===== config.mk =====
export PLATFORM = sky130hd
export DESIGN_NAME = integer_to_radix_ascii
export DESIGN_NICKNAME = d
export VERILOG_FILES = /design/src/itra_pkg.sv /design/src/integer_to_radix_ascii.sv /design/src/itra_div.sv
export SDC_FILE = /design/constraint.sdc
export NUM_CORES = 1
export LEC_CHECK = 0
export BUFFER_PORTS_ARGS = -buffer_cell sky130_fd_sc_hd__buf_2
export CAP_MARGIN = 20
export CELL_PAD_IN_SITES_DETAIL_PLACEMENT = 0
export CELL_PAD_IN_SITES_GLOBAL_PLACEMENT = 1
export CORE_MARGIN = 3
export CORE_UTILIZATION = 53
export DETAILED_ROUTE_END_ITERATION = 10
export PLACE_DENSITY_LB_ADDON = 0.1
export SETUP_SLACK_MARGIN = 0.3
export SYNTH_ARGS = -nofsm -noshare
export SYNTH_HDL_FRONTEND = slang
export SYNTH_HIERARCHICAL = 1
export SYNTH_SLANG_ARGS = --single-unit

===== constraint.sdc =====
create_clock -name i_clk -period 7.44 [get_ports i_clk]
set_input_delay 0.744 -clock i_clk [delete_from_list [all_inputs] [get_ports i_clk]]
set_output_delay 0.744 -clock i_clk [all_outputs]
set_load 0.01 [all_outputs]

===== src/itra_pkg.sv =====
`timescale 1ns / 1ps

package itra_pkg;

    // fixed field widths
    localparam int VALUE_W = 32;
    localparam int CHAR_W  = 7;
    localparam int LEN_W   = 6;
    localparam int RADIX_W = 6;
    localparam int DIGIT_W = 6;

    // default sizing
    localparam int DEF_MAX_DIGITS = 32;
    localparam int DEF_VALUE_BITS = 32;

    // register file
    localparam int APB_ADDR_W = 3;
    localparam int APB_DATA_W = 32;
    localparam int REG_IDX_W  = 1;
    localparam logic [REG_IDX_W-1:0] REG_RADIX = 1'b0;

    localparam logic [RADIX_W-1:0] RADIX_RESET = 6'd10;
    localparam logic [RADIX_W-1:0] RADIX_DEC   = 6'd10;
    localparam logic [RADIX_W-1:0] RADIX_MIN   = 6'd2;
    localparam logic [RADIX_W-1:0] RADIX_MAX   = 6'd36;

    // ascii codes
    localparam logic [CHAR_W-1:0] CH_ZERO  = 7'h30;
    localparam logic [CHAR_W-1:0] CH_NINE  = 7'h39;
    localparam logic [CHAR_W-1:0] CH_A     = 7'h41;
    localparam logic [CHAR_W-1:0] CH_Z     = 7'h5A;
    localparam logic [CHAR_W-1:0] CH_MINUS = 7'h2D;
    localparam logic [CHAR_W-1:0] DEC_DIGITS = 7'd10;

    typedef enum logic [2:0] {
        S_IDLE,
        S_DIV,
        S_SIGN,
        S_READ,
        S_LOAD
    } t_state;

    // status from the serial divider
    typedef struct packed {
        logic done;
        logic quo_zero;
    } t_div_sts;

    function automatic logic [RADIX_W-1:0] clamp_radix(input logic [RADIX_W-1:0] r);
        logic [RADIX_W-1:0] res;
        if (r < RADIX_MIN) begin
            res = RADIX_MIN;
        end else if (r > RADIX_MAX) begin
            res = RADIX_MAX;
        end else begin
            res = r;
        end
        return res;
    endfunction

    function automatic logic [CHAR_W-1:0] digit_to_ascii(input logic [DIGIT_W-1:0] d);
        logic [CHAR_W-1:0] dx;
        logic [CHAR_W-1:0] res;
        dx = {1'b0, d};
        if (dx < DEC_DIGITS) begin
            res = CH_ZERO + dx;
        end else begin
            res = CH_A + (dx - DEC_DIGITS);
        end
        return res;
    endfunction

endpackage


===== src/integer_to_radix_ascii.sv =====
`timescale 1ns / 1ps

// integer to radix ascii converter
//
// input channel: i_value with i_in_valid / o_in_stall; a transfer takes one signed
// integer. output channel: o_out_char, o_last_char, o_text_length with o_out_valid /
// i_out_stall; one transfer per character, most significant digit first. o_last_char
// marks the final character, which also carries the total length (zero otherwise).
// radix register at byte address 0 on the apb port (reset 10, clamped to 2..36 on use);
// write it only while the block is idle. a minus sign is printed in radix ten only.
//
// each digit is one bit-serial division by the radix in the single serial divider. the
// digits then play out of the digit memory through a read state and a load state per
// character, after a sign state for a minus sign. one item is in flight at a time;
// o_in_stall is high from accept until the last character sits in the output
// register, so the next item is taken while that character still waits for the
// receiver.
// a stalled receiver freezes the output register and the character sequencer.
// reset clears control state and the radix; the digit memory needs no clearing.

module integer_to_radix_ascii #(
    parameter int MAX_DIGITS = itra_pkg::DEF_MAX_DIGITS,
    parameter int VALUE_BITS = itra_pkg::DEF_VALUE_BITS
) (
    input  logic                            i_clk,
    input  logic                            i_rst_n,
    // apb configuration port
    input  logic                            psel,
    input  logic                            penable,
    input  logic                            pwrite,
    input  logic [itra_pkg::APB_ADDR_W-1:0] paddr,
    input  logic [itra_pkg::APB_DATA_W-1:0] pwdata,
    output logic [itra_pkg::APB_DATA_W-1:0] prdata,
    output logic                            pready,
    // input channel
    input  logic                            i_in_valid,
    output logic                            o_in_stall,
    input  logic signed [itra_pkg::VALUE_W-1:0] i_value,
    // output channel
    output logic                            o_out_valid,
    input  logic                            i_out_stall,
    output logic [itra_pkg::CHAR_W-1:0]     o_out_char,
    output logic                            o_last_char,
    output logic [itra_pkg::LEN_W-1:0]      o_text_length
);
    import itra_pkg::*;

    localparam int ADDR_W = $clog2(MAX_DIGITS);
    localparam int CNT_W  = $clog2(MAX_DIGITS + 1);
    localparam logic [CNT_W-1:0] CNT_FULL = CNT_W'(MAX_DIGITS);

    // ---------------------------------------------------------------
    // configuration register
    // ---------------------------------------------------------------
    logic [RADIX_W-1:0]   r_radix;
    logic [REG_IDX_W-1:0] w_reg_idx;
    logic                 w_cfg_wr;
    logic [RADIX_W-1:0]   w_radix_eff;

    assign w_reg_idx   = paddr[APB_ADDR_W-1:2];
    assign w_cfg_wr    = psel && penable && pwrite;
    assign pready      = 1'b1;
    assign w_radix_eff = clamp_radix(r_radix);

    always_ff @(posedge i_clk) begin
        if (!i_rst_n) begin
            r_radix <= RADIX_RESET;
        end else if (w_cfg_wr) begin
            unique case (w_reg_idx)
                REG_RADIX: r_radix <= pwdata[RADIX_W-1:0];
                default:   ;
            endcase
        end
    end

    always_comb begin
        unique case (w_reg_idx)
            REG_RADIX: prdata = {{(APB_DATA_W-RADIX_W){1'b0}}, r_radix};
            default:   prdata = '0;
        endcase
    end

    // ---------------------------------------------------------------
    // datapath registers
    // ---------------------------------------------------------------
    t_state r_state;
    t_state n_state;

    logic [CNT_W-1:0]   r_count;      // digits collected so far
    logic               r_neg;        // minus sign to print
    logic [ADDR_W-1:0]  r_rd_addr;    // digit being played out
    logic [DIGIT_W-1:0] r_rd_data;
    logic [DIGIT_W-1:0] r_mem [MAX_DIGITS];

    logic [CHAR_W-1:0]  r_out_char;
    logic               r_out_last;
    logic [LEN_W-1:0]   r_out_len;
    logic               r_out_valid;

    // ---------------------------------------------------------------
    // input decode: sign handling only in radix ten
    // ---------------------------------------------------------------
    logic [VALUE_W+63:0]   w_value_ext;
    logic [VALUE_BITS-1:0] w_value;
    logic                  w_neg_in;
    logic [VALUE_BITS-1:0] w_mag;

    always_comb begin
        w_value_ext = {{64{i_value[VALUE_W-1]}}, i_value};
        w_value     = w_value_ext[VALUE_BITS-1:0];
        w_neg_in    = w_value[VALUE_BITS-1] && (w_radix_eff == RADIX_DEC);
        w_mag       = w_neg_in ? (~w_value + 1'b1) : w_value;
    end

    // ---------------------------------------------------------------
    // serial divider
    // ---------------------------------------------------------------
    logic                  w_div_start;
    logic [VALUE_BITS-1:0] w_dividend;
    logic [VALUE_BITS-1:0] w_quotient;
    logic [DIGIT_W-1:0]    w_remainder;
    t_div_sts              w_div_sts;

    itra_div #(
        .VALUE_BITS (VALUE_BITS)
    ) u_div (
        .i_clk       (i_clk),
        .i_rst_n     (i_rst_n),
        .i_start     (w_div_start),
        .i_dividend  (w_dividend),
        .i_divisor   (w_radix_eff),
        .o_quotient  (w_quotient),
        .o_remainder (w_remainder),
        .o_sts       (w_div_sts)
    );

    // ---------------------------------------------------------------
    // sequencer
    // ---------------------------------------------------------------
    logic               w_in_accept;
    logic               w_out_free;
    logic [CNT_W-1:0]   w_count_inc;
    logic               w_more;       // another digit to divide out
    logic [CNT_W:0]     w_total;
    logic [CNT_W+LEN_W:0] w_total_ext;
    logic [LEN_W-1:0]   w_total_len;
    logic               w_mem_we;
    logic               w_load_sign;
    logic               w_load_digit;
    logic               w_rd_first;

    assign w_in_accept = i_in_valid && !o_in_stall;
    assign w_out_free  = !r_out_valid || !i_out_stall;
    assign w_count_inc = r_count + 1'b1;
    assign w_more      = !w_div_sts.quo_zero && (w_count_inc != CNT_FULL);
    assign w_total     = {1'b0, r_count} + {{CNT_W{1'b0}}, r_neg};
    assign w_total_ext = {{LEN_W{1'b0}}, w_total};
    assign w_total_len = w_total_ext[LEN_W-1:0];
    assign w_rd_first  = (r_rd_addr == '0);

    // next state
    always_comb begin
        n_state = r_state;
        unique case (r_state)
            S_IDLE: begin
                if (w_in_accept) begin
                    n_state = S_DIV;
                end
            end
            S_DIV: begin
                if (w_div_sts.done) begin
                    if (w_more) begin
                        n_state = S_DIV;
                    end else if (r_neg) begin
                        n_state = S_SIGN;
                    end else begin
                        n_state = S_READ;
                    end
                end
            end
            S_SIGN: begin
                if (w_out_free) begin
                    n_state = S_READ;
                end
            end
            S_READ: n_state = S_LOAD;
            S_LOAD: begin
                if (w_out_free) begin
                    n_state = w_rd_first ? S_IDLE : S_READ;
                end
            end
            default: n_state = S_IDLE;
        endcase
    end

    // control outputs
    always_comb begin
        o_in_stall   = 1'b1;
        w_div_start  = 1'b0;
        w_dividend   = w_quotient;
        w_mem_we     = 1'b0;
        w_load_sign  = 1'b0;
        w_load_digit = 1'b0;
        unique case (r_state)
            S_IDLE: begin
                o_in_stall  = 1'b0;
                w_div_start = w_in_accept;
                w_dividend  = w_mag;
            end
            S_DIV: begin
                w_mem_we    = w_div_sts.done;
                w_div_start = w_div_sts.done && w_more;
            end
            S_SIGN: w_load_sign = w_out_free;
            S_READ: ;
            S_LOAD: w_load_digit = w_out_free;
            default: ;
        endcase
    end

    always_ff @(posedge i_clk) begin
        if (!i_rst_n) begin
            r_state     <= S_IDLE;
            r_count     <= '0;
            r_neg       <= 1'b0;
            r_out_valid <= 1'b0;
        end else begin
            r_state <= n_state;
            if (w_in_accept) begin
                r_count <= '0;
                r_neg   <= w_neg_in;
            end else if (w_mem_we) begin
                r_count <= w_count_inc;
            end
            if (w_load_sign || w_load_digit) begin
                r_out_valid <= 1'b1;
            end else if (!i_out_stall) begin
                r_out_valid <= 1'b0;
            end
        end
    end

    // digit memory, least significant digit at address zero
    always_ff @(posedge i_clk) begin
        if (w_mem_we) begin
            r_mem[r_count[ADDR_W-1:0]] <= w_remainder;
        end
        r_rd_data <= r_mem[r_rd_addr];
    end

    // read pointer walks down from the top digit
    always_ff @(posedge i_clk) begin
        if (w_mem_we) begin
            r_rd_addr <= r_count[ADDR_W-1:0];
        end else if (w_load_digit && !w_rd_first) begin
            r_rd_addr <= r_rd_addr - 1'b1;
        end
    end

    // output register
    always_ff @(posedge i_clk) begin
        if (w_load_sign) begin
            r_out_char <= CH_MINUS;
            r_out_last <= (w_total == (CNT_W+1)'(1));
            r_out_len  <= (w_total == (CNT_W+1)'(1)) ? w_total_len : '0;
        end else if (w_load_digit) begin
            r_out_char <= digit_to_ascii(r_rd_data);
            r_out_last <= w_rd_first;
            r_out_len  <= w_rd_first ? w_total_len : '0;
        end
    end

    assign o_out_valid   = r_out_valid;
    assign o_out_char    = r_out_char;
    assign o_last_char   = r_out_last;
    assign o_text_length = r_out_len;

endmodule


===== src/itra_div.sv =====
`timescale 1ns / 1ps

module itra_div #(
    parameter int VALUE_BITS = itra_pkg::DEF_VALUE_BITS
) (
    input  logic                         i_clk,
    input  logic                         i_rst_n,
    input  logic                         i_start,
    input  logic [VALUE_BITS-1:0]        i_dividend,
    input  logic [itra_pkg::RADIX_W-1:0] i_divisor,
    output logic [VALUE_BITS-1:0]        o_quotient,
    output logic [itra_pkg::DIGIT_W-1:0] o_remainder,
    output itra_pkg::t_div_sts           o_sts
);
    import itra_pkg::*;

    localparam int CNT_W = $clog2(VALUE_BITS);
    localparam logic [CNT_W-1:0] CNT_LAST = CNT_W'(VALUE_BITS - 1);

    logic [VALUE_BITS-1:0] r_work;
    logic [DIGIT_W-1:0]    r_rem;
    logic [CNT_W-1:0]      r_cnt;
    logic                  r_busy;
    logic                  r_done;
    logic                  r_nz;

    logic [DIGIT_W:0]   w_trial;
    logic [DIGIT_W:0]   w_diff;
    logic               w_ge;
    logic [DIGIT_W-1:0] n_rem;

    // restoring division, one quotient bit per cycle
    always_comb begin
        w_trial = {r_rem, r_work[VALUE_BITS-1]};
        w_ge    = w_trial >= {1'b0, i_divisor};
        w_diff  = w_trial - {1'b0, i_divisor};
        n_rem   = w_ge ? w_diff[DIGIT_W-1:0] : w_trial[DIGIT_W-1:0];
    end

    always_ff @(posedge i_clk) begin
        if (!i_rst_n) begin
            r_busy <= 1'b0;
            r_done <= 1'b0;
            r_cnt  <= '0;
        end else begin
            r_done <= r_busy && (r_cnt == CNT_LAST);
            if (i_start) begin
                r_busy <= 1'b1;
                r_cnt  <= '0;
            end else if (r_busy) begin
                r_cnt <= r_cnt + 1'b1;
                if (r_cnt == CNT_LAST) begin
                    r_busy <= 1'b0;
                end
            end
        end
    end

    always_ff @(posedge i_clk) begin
        if (i_start) begin
            r_work <= i_dividend;
            r_rem  <= '0;
            r_nz   <= 1'b0;
        end else if (r_busy) begin
            r_work <= {r_work[VALUE_BITS-2:0], w_ge};
            r_rem  <= n_rem;
            r_nz   <= r_nz | w_ge;
        end
    end

    assign o_quotient     = r_work;
    assign o_remainder    = r_rem;
    assign o_sts.done     = r_done;
    assign o_sts.quo_zero = !r_nz;

endmodule


======== After elaboration in Yosys (flattened, before gate mapping) ========
Memory sizes are Yosys's and may differ from the RTL's. A register that Yosys moved wholly into a read port is not among the register bits.
Cells that the tools add are included.
operators by class
  add/subtract/negate cells ............... 9
  $lt $le $gt $ge ......................... 4
  eq/ne operators ......................... 14
  muxes and demuxes ....................... 37
  bitwise logic cells ..................... 4
  reductions and logical operators ........ 23
operators by type and width
  cell                                                  number
  2-to-1 mux 32 bit                                     4
  2-to-1 mux 6 bit                                      8
  adder 32 x 1 -> 32 bit, second input constant         1
  inverter 32 bit                                       1
  case mux 3 bit (5 select lines)                       1
  2-to-1 mux 1 bit                                      14
  2-to-1 mux 3 bit                                      4
  2-to-1 mux 5 bit                                      2
  logical AND 1 bit                                     8
  != test 2 bit, second input constant                  4
  adder 6 x 1 -> 7 bit                                  1
  adder 6 x 6 -> 7 bit, first input constant            1
  adder 7 bit, first input constant                     1
  equality test 7 x 1 -> 1 bit, second input constant   1
  greater-or-equal comparator 7 x 6 -> 1 bit            1
  2-to-1 mux 7 bit                                      1
  subtractor 6 x 4 -> 7 bit, second input constant      1
  adder 6 x 1 -> 6 bit, second input constant           1
  equality test 3 x 2 -> 1 bit, second input constant   2
  equality test 6 x 4 -> 1 bit, second input constant   1
  greater-than comparator 6 bit, second input constant  1
  < comparator 6 x 2 -> 1 bit, second input constant    1
  < comparator 6 x 4 -> 1 bit, second input constant    1
  != test 6 bit, second input constant                  1
  19 further kinds                                      29
storage, ports and cells
  bits in registers ....................... 82
  memory bits (writable) .................. 192
  input bits .............................. 74
  output and inout bits ................... 49
  memories ................................ 1
memory list
  memory  depth  width  read ports  clocked after Yosys merged registers in  wr ports  line                          RTL
  r_mem   32     6      1           1                                        1         integer_to_radix_ascii.sv:93  logic [DIGIT_W-1:0] r_mem [MAX_DIGITS];

======== Longest topological paths before layout ========
  word-level depth ........................ 8
  mapped depth ............................ 10

======== Cells and area by module ========
Netlist, hierarchy kept.
by module, submodules not included
  module                  instances  cells each  area each (µm²)
  integer_to_radix_ascii  1          799         10865.4
  itra_div                1          174         2252.2

======== Worst setup path before layout ========
Ideal clock, no wire load.
  path kind ............................... register to register
  start ................................... register r_state[2]
  end ..................................... register u_div.r_work[0] (netlist: u_div/o_quotient[0]) (enable)
  library setup time ...................... 375 ps
  arrival time ............................ 2248 ps
  data required time ...................... 7065 ps
  path slack .............................. 4818 ps
  stages on the path, launching flop included .. 9
  path buffers ............................ 4
  period minus slack after synthesis ...... 2622 ps
  cell sequence ........................... dfxtp_1 > clkbuf_1 > nor2_1 > nand3_1 > clkbuf_1 > o21ai_0 > clkbuf_1 > clkbuf_1 > or2_2
on the way
  word-level cells in the longest chain between the ends .. 5
  elaborated cells on any way between the ends .. 7
  those cells by class .................... eq/ne (2); mux (1); reduce/logical (4)
RTL lines
  element                                                                      line                           RTL
  start: declaration                                                           integer_to_radix_ascii.sv:86   t_state r_state;
  start signal: assignment                                                     integer_to_radix_ascii.sv:228  r_state <= n_state;
  zero test 3 bit                                                              integer_to_radix_ascii.sv:204  unique case (r_state)
  logical AND 1 bit                                                            integer_to_radix_ascii.sv:152  assign w_in_accept = i_in_valid && !o_in_stall;
  case mux 1 bit (2 select lines) *                                            integer_to_radix_ascii.sv:204
  named net w_div_start                                                        integer_to_radix_ascii.sv:118  logic w_div_start;
  != test 2 bit (no source line) / nonzero test 2 bit (equally long branches)  n/a
  AND reduction 2 bit (no source line) *                                       n/a
  end signal: assignment                                                       itra_div.sv:61                 r_work <= i_dividend;
  end signal: assignment                                                       itra_div.sv:65                 r_work <= {r_work[VALUE_BITS-2:0], w_ge};
  end: declaration                                                             itra_div.sv:20                 logic [VALUE_BITS-1:0] r_work;
The timed path passes the listed nets; every way through them passes the cells marked *.
A chain may end at the register's enable or synchronous reset.

======== Worst setup path in the final report ========
  start ................................... register r_count[2]
  end ..................................... register u_div.r_work[21] (netlist: u_div/o_quotient[21]) (enable)
on the way
  word-level cells in the longest chain between the ends .. 7
  elaborated cells on any way between the ends .. 8
  those cells by class .................... add/sub (1); eq/ne (2); mux (1); reduce/logical (4)
RTL lines
  element                                                                      line                           RTL
  start: declaration                                                           integer_to_radix_ascii.sv:89   logic [CNT_W-1:0] r_count;
  start signal: assignment                                                     integer_to_radix_ascii.sv:233  r_count <= w_count_inc;
  adder 6 x 1 -> 6 bit *                                                       integer_to_radix_ascii.sv:154  assign w_count_inc = r_count + 1'b1;
  != test 6 bit *                                                              integer_to_radix_ascii.sv:155  assign w_more = !w_div_sts.quo_zero && (w_count_inc != CNT_FULL);
  logical AND 1 bit *                                                          integer_to_radix_ascii.sv:155
  logical AND 1 bit *                                                          integer_to_radix_ascii.sv:212  w_div_start = w_div_sts.done && w_more;
  case mux 1 bit (2 select lines) *                                            integer_to_radix_ascii.sv:204
  named net w_div_start                                                        integer_to_radix_ascii.sv:118
  != test 2 bit (no source line) / nonzero test 2 bit (equally long branches)  n/a
  AND reduction 2 bit (no source line) *                                       n/a
Marked as above.

==> metrics list <==
- The flow ran to the end, and the final reports show no timing, DRC or antenna violations.
* Power density over the cells: 249.6 nW/um^2
- In this run the power spent charging and discharging nets is 829.7 uW.
* H-tree Lvls: 1
* Die outline area: 26,670 um^2
* Later-pin clock latency in the skew report: 0.55 ns
- Post-synth design cell area: 13,120 um^2
- Library cell with the largest summed area after synthesis: sky130_fd_sc_hd__edfxtp_1
- Buffers inserted during clock tree synthesis total 29.
- The number of setup buffers added after CTS is 0.
* Clock tree from TritonCTS: built
- The via count of the first global-routing pass is 7,826.
* Die outline width: 163.3 um
* Largest incremental delay on the critical path: 0.76 ns
- Kind of critical path: flop to flop
* Number of flip-flops and latches in the synthesized netlist: 280
* Leakage component of the power: 0.005097 uW
- Met2 Routed Length: 13,780 um
- Final TNS setup: 0 ns
- Total number of vias: 7,809
- In this run the critical register-to-register path is captured at u_div/o_quotient[21].
- The worst path uses 46.01% of the clock period.
- Starting utilization of the core area: 54.90%
* Aggregate global routing overflow: 0
- Detailed Route WL: 27,450 um
- Sequential cells were found to cover 60.74% of the synthesized design area.
- Fill cells in the final layout number 1,866.
* I/O pin total: 123
- Combinational logic burns 9.3% of the power.
- Among all flip-flop cells after synthesis, the most frequent one is sky130_fd_sc_hd__edfxtp_1.
* Count leader, synth: sky130_fd_sc_hd__edfxtp_1
- Total instance count after detailed placement: 1,321
* Number of inserted diodes: 0
- The tool flagged a number of max-cap violations equal to 0.
- Global routing consumed, over all layers together, 20.91% of the routing resources.
- CTS saw 280 sinks.
* Buffers on Ports: 67
- Switching share of total power: 22.72%
- On the critical path, the stage with the largest delay is an instance of sky130_fd_sc_hd__or2_2.
* Vias per std cell: 5.679
- Delay-heaviest family, CP: simple AND/OR/NAND/NOR gates
- After clock tree synthesis, the clock-pin slew on the worst setup and hold paths is 0.06 ns.
- Final setup fails: 0
- FMAX: 292.1 MHz
- During synthesis, Yosys emitted a total of 6 warnings.
- The clock passes through at most 3 buffers.
* Placer's final routability congestion estimate: 0.7806
* Post-DP HPWL: 17,950 um
- Post-cts sizing count: 0
- For this run, design rule violations remaining after detail routing come to 0.
* Reg-to-Reg Start: r_count[2]
* Average detailed-routed wire length per instance: 19.96 um
- Area of the core: 23,890 um^2
* Max layer used: met4
- The worst setup path is launched from a flop.
* Sequential cell fraction of total power: 50.2%
- The cell sitting at the root of the clock tree is a sky130_fd_sc_hd__clkbuf_16.
* Worst reg-to-reg path cell count: 6
- For this run, the detailed router's first-pass iteration total came to 5.
- Starting DRT DRC Count: 493
- The critical path starts at r_count[2].
- Final Net Count: 1,128
- The first global-routing pass estimated 43,450 um of wire.
- At the worst endpoint, the required time is 7.60 ns.
- R2R Setup Slk: 4.02 ns
- Critical path arrival: 3.58 ns
- Critical path capture point: u_div/o_quotient[21]
* Antenna violations before repair: 0
- Unrepaired setup endpoints after global routing: no
* Final Max Tran Viols: 0
- In the final layout, the share of cells above drive strength 1 is 21.50%.
- Final cell count without fillers: 1,375
* Critical path, cell by cell: nand3_1 -> o21ai_0 -> a22oi_1 -> o21ai_4 -> buf_4 -> or2_2
- The clock network burns 40.5% of the power.
- In this run the worst path has a maximum fanout of 44.
- Row generation in the floorplan step produced 56 rows.
- Average footprint of a synthesized cell: 13.48 um^2
- The worst path in the final design needs a cycle of 3.423 ns, including I/O delays and setup.
- In this run the number of cells on the critical path is 6.
- Max Clock Skew: 0.02451 ns
- Hold crit path type: input port to flop
- The worst setup path is captured at a flop.
- Gate Count Post-Synth: 973
- Cts hold-fix bufs: 0
- Headroom to the max-slew limit: 42.18%
- At the pin with the least slew margin, the transition time is 0.8672 ns.
* Count of nets left with antenna violations after detail routing: 0
* Met3 wire len: 1335 um
* Signed area change from the synthesized netlist to the final layout: 11.51%
- Count of different cell masters after synthesis: 69
- Ys async rst share: 0%
- Peak VDD IR: 0.1802 mV
- Sorting the synthesized cells by how often they occur yields sky130_fd_sc_hd__edfxtp_1, sky130_fd_sc_hd__nor2_1, sky130_fd_sc_hd__nand2_1.
- Met1 wire length: 11,710 um
- Number of hold violations in the final report: 0
- Together, buffers and inverters on the worst path number 1.
- In this run, synthesis inferred 236 flip-flops with an integrated enable.
* Internal power of the cells: 2822 uW
- Cells taking the most area after synthesis: sky130_fd_sc_hd__edfxtp_1, sky130_fd_sc_hd__mux4_2, sky130_fd_sc_hd__dfxtp_1, sky130_fd_sc_hd__mux2_2, sky130_fd_sc_hd__nor2_1
* Fraction of synthesized cell area taken by the top area cell type: 54.03%
- Vert. Die Dim: 163.3 um
* Maximum number of pins on one net before global-route repair: 62
registers in the layout, indices dropped and copies added (netlist names), 5 cells and up:
register,cells
u_div/o_quotient,32
o_out_char,7
o_text_length,6
r_rd_addr,5
r_count,6
r_rd_data,6
u_div/o_remainder,6
r_mem,192
r_radix,6
u_div/r_cnt,5
placed cells by master (no fill, tap or decap), drive strengths merged, types with 20 or more instances in the layout:
cell type  Yosys  final
a22oi         26     26
buf           45     79
clkbuf        30     41
conb           2     27
dfxtp         44     44
edfxtp       236    236
ha            20     20
inv           29     31
mux2          35     35
mux4          48     48
nand2         72     72
nor2          89     89
o21ai         48     48
xnor2         22     22
xor2          27     27
worst reg2reg max path: stages (launching register included):
cell                      delay [ns]
sky130_fd_sc_hd__dfxtp_1        0.68
sky130_fd_sc_hd__nand3_1        0.48
sky130_fd_sc_hd__o21ai_0        0.28
sky130_fd_sc_hd__a22oi_1        0.17
sky130_fd_sc_hd__o21ai_4        0.15
sky130_fd_sc_hd__buf_4          0.49
sky130_fd_sc_hd__or2_2          0.78
kinds of logic after synthesis:
| logic type | share of synthesized area [%] |
|---|---|
| AO/OA/AOI/OAI | 7.135 |
| XOR/XNOR | 3.272 |
| adder cells (fa/ha/maj) | 2.137 |
| buffers and inverters | 3.977 |
| flip-flops | 60.74 |
| multiplexers | 12.11 |
| other | 0.05725 |
| AND/OR/NAND/NOR | 10.57 |
per-layer routing:
metal  up-vias  track usage, %
met5         -               0
met4         0           5.498
met3        42           2.967
met2       214           36.04
met1      3810           28.16
li1       3743               -
layout make-up:
class	instances	area [um^2]	area share, %
sequential	280	7968	54.47
multi-input combinational	613	4733	32.36
clock buffer	41	830.8	5.680
timing repair buffer	79	425.4	2.908
tap	319	399.1	2.729
clock inverter	13	158.9	1.086
inverter	30	112.6	0.7698
how the worst min path moves through the flow:
stage / startpoint / to / slack [ns] / depth (start not counted)
2_1_floorplan: u_div/r_nz / u_div/r_nz / 0.44 / 2
3_3_place_gp: o_out_char[4] / o_out_char[4] / 0.44 / 2
3_5_place_dp: o_out_char[4] / o_out_char[4] / 0.45 / 2
4_1_cts: pwdata[3] / r_radix[3] / 0.39 / 3
5_1_grt: pwdata[3] / r_radix[3] / 0.41 / 3
6_report: pwdata[3] / r_radix[3] / 0.42 / 3
through the flow:
stage	power [uW]	utilization (%)	worst slack (ns)	cell area, um^2	hold WS, ns
5_1_grt	3797	61.22	3.757	14630	0.4094
4_1_cts	3690	61.22	3.990	14630	0.3945
6_report	3652	61.22	4.017	14630	0.4213
3_5_place_dp	2211	57.08	3.993	13640	0.4451
3_3_place_gp	2203	57.08	4.024	13640	0.4435
2_1_floorplan	2109	-	4.818	13210	0.4367
power by group through the flow:
stage	Sequential (uW)	Clock [uW]	Combinational (uW)
floorplan	1890	0	218
global placement	1870	0	337
detailed placement	1870	0	345
CTS	1830	1510	346
global route	1840	1580	383
finish	1830	1480	341
Note: power is estimated with default switching activity, not from simulation.
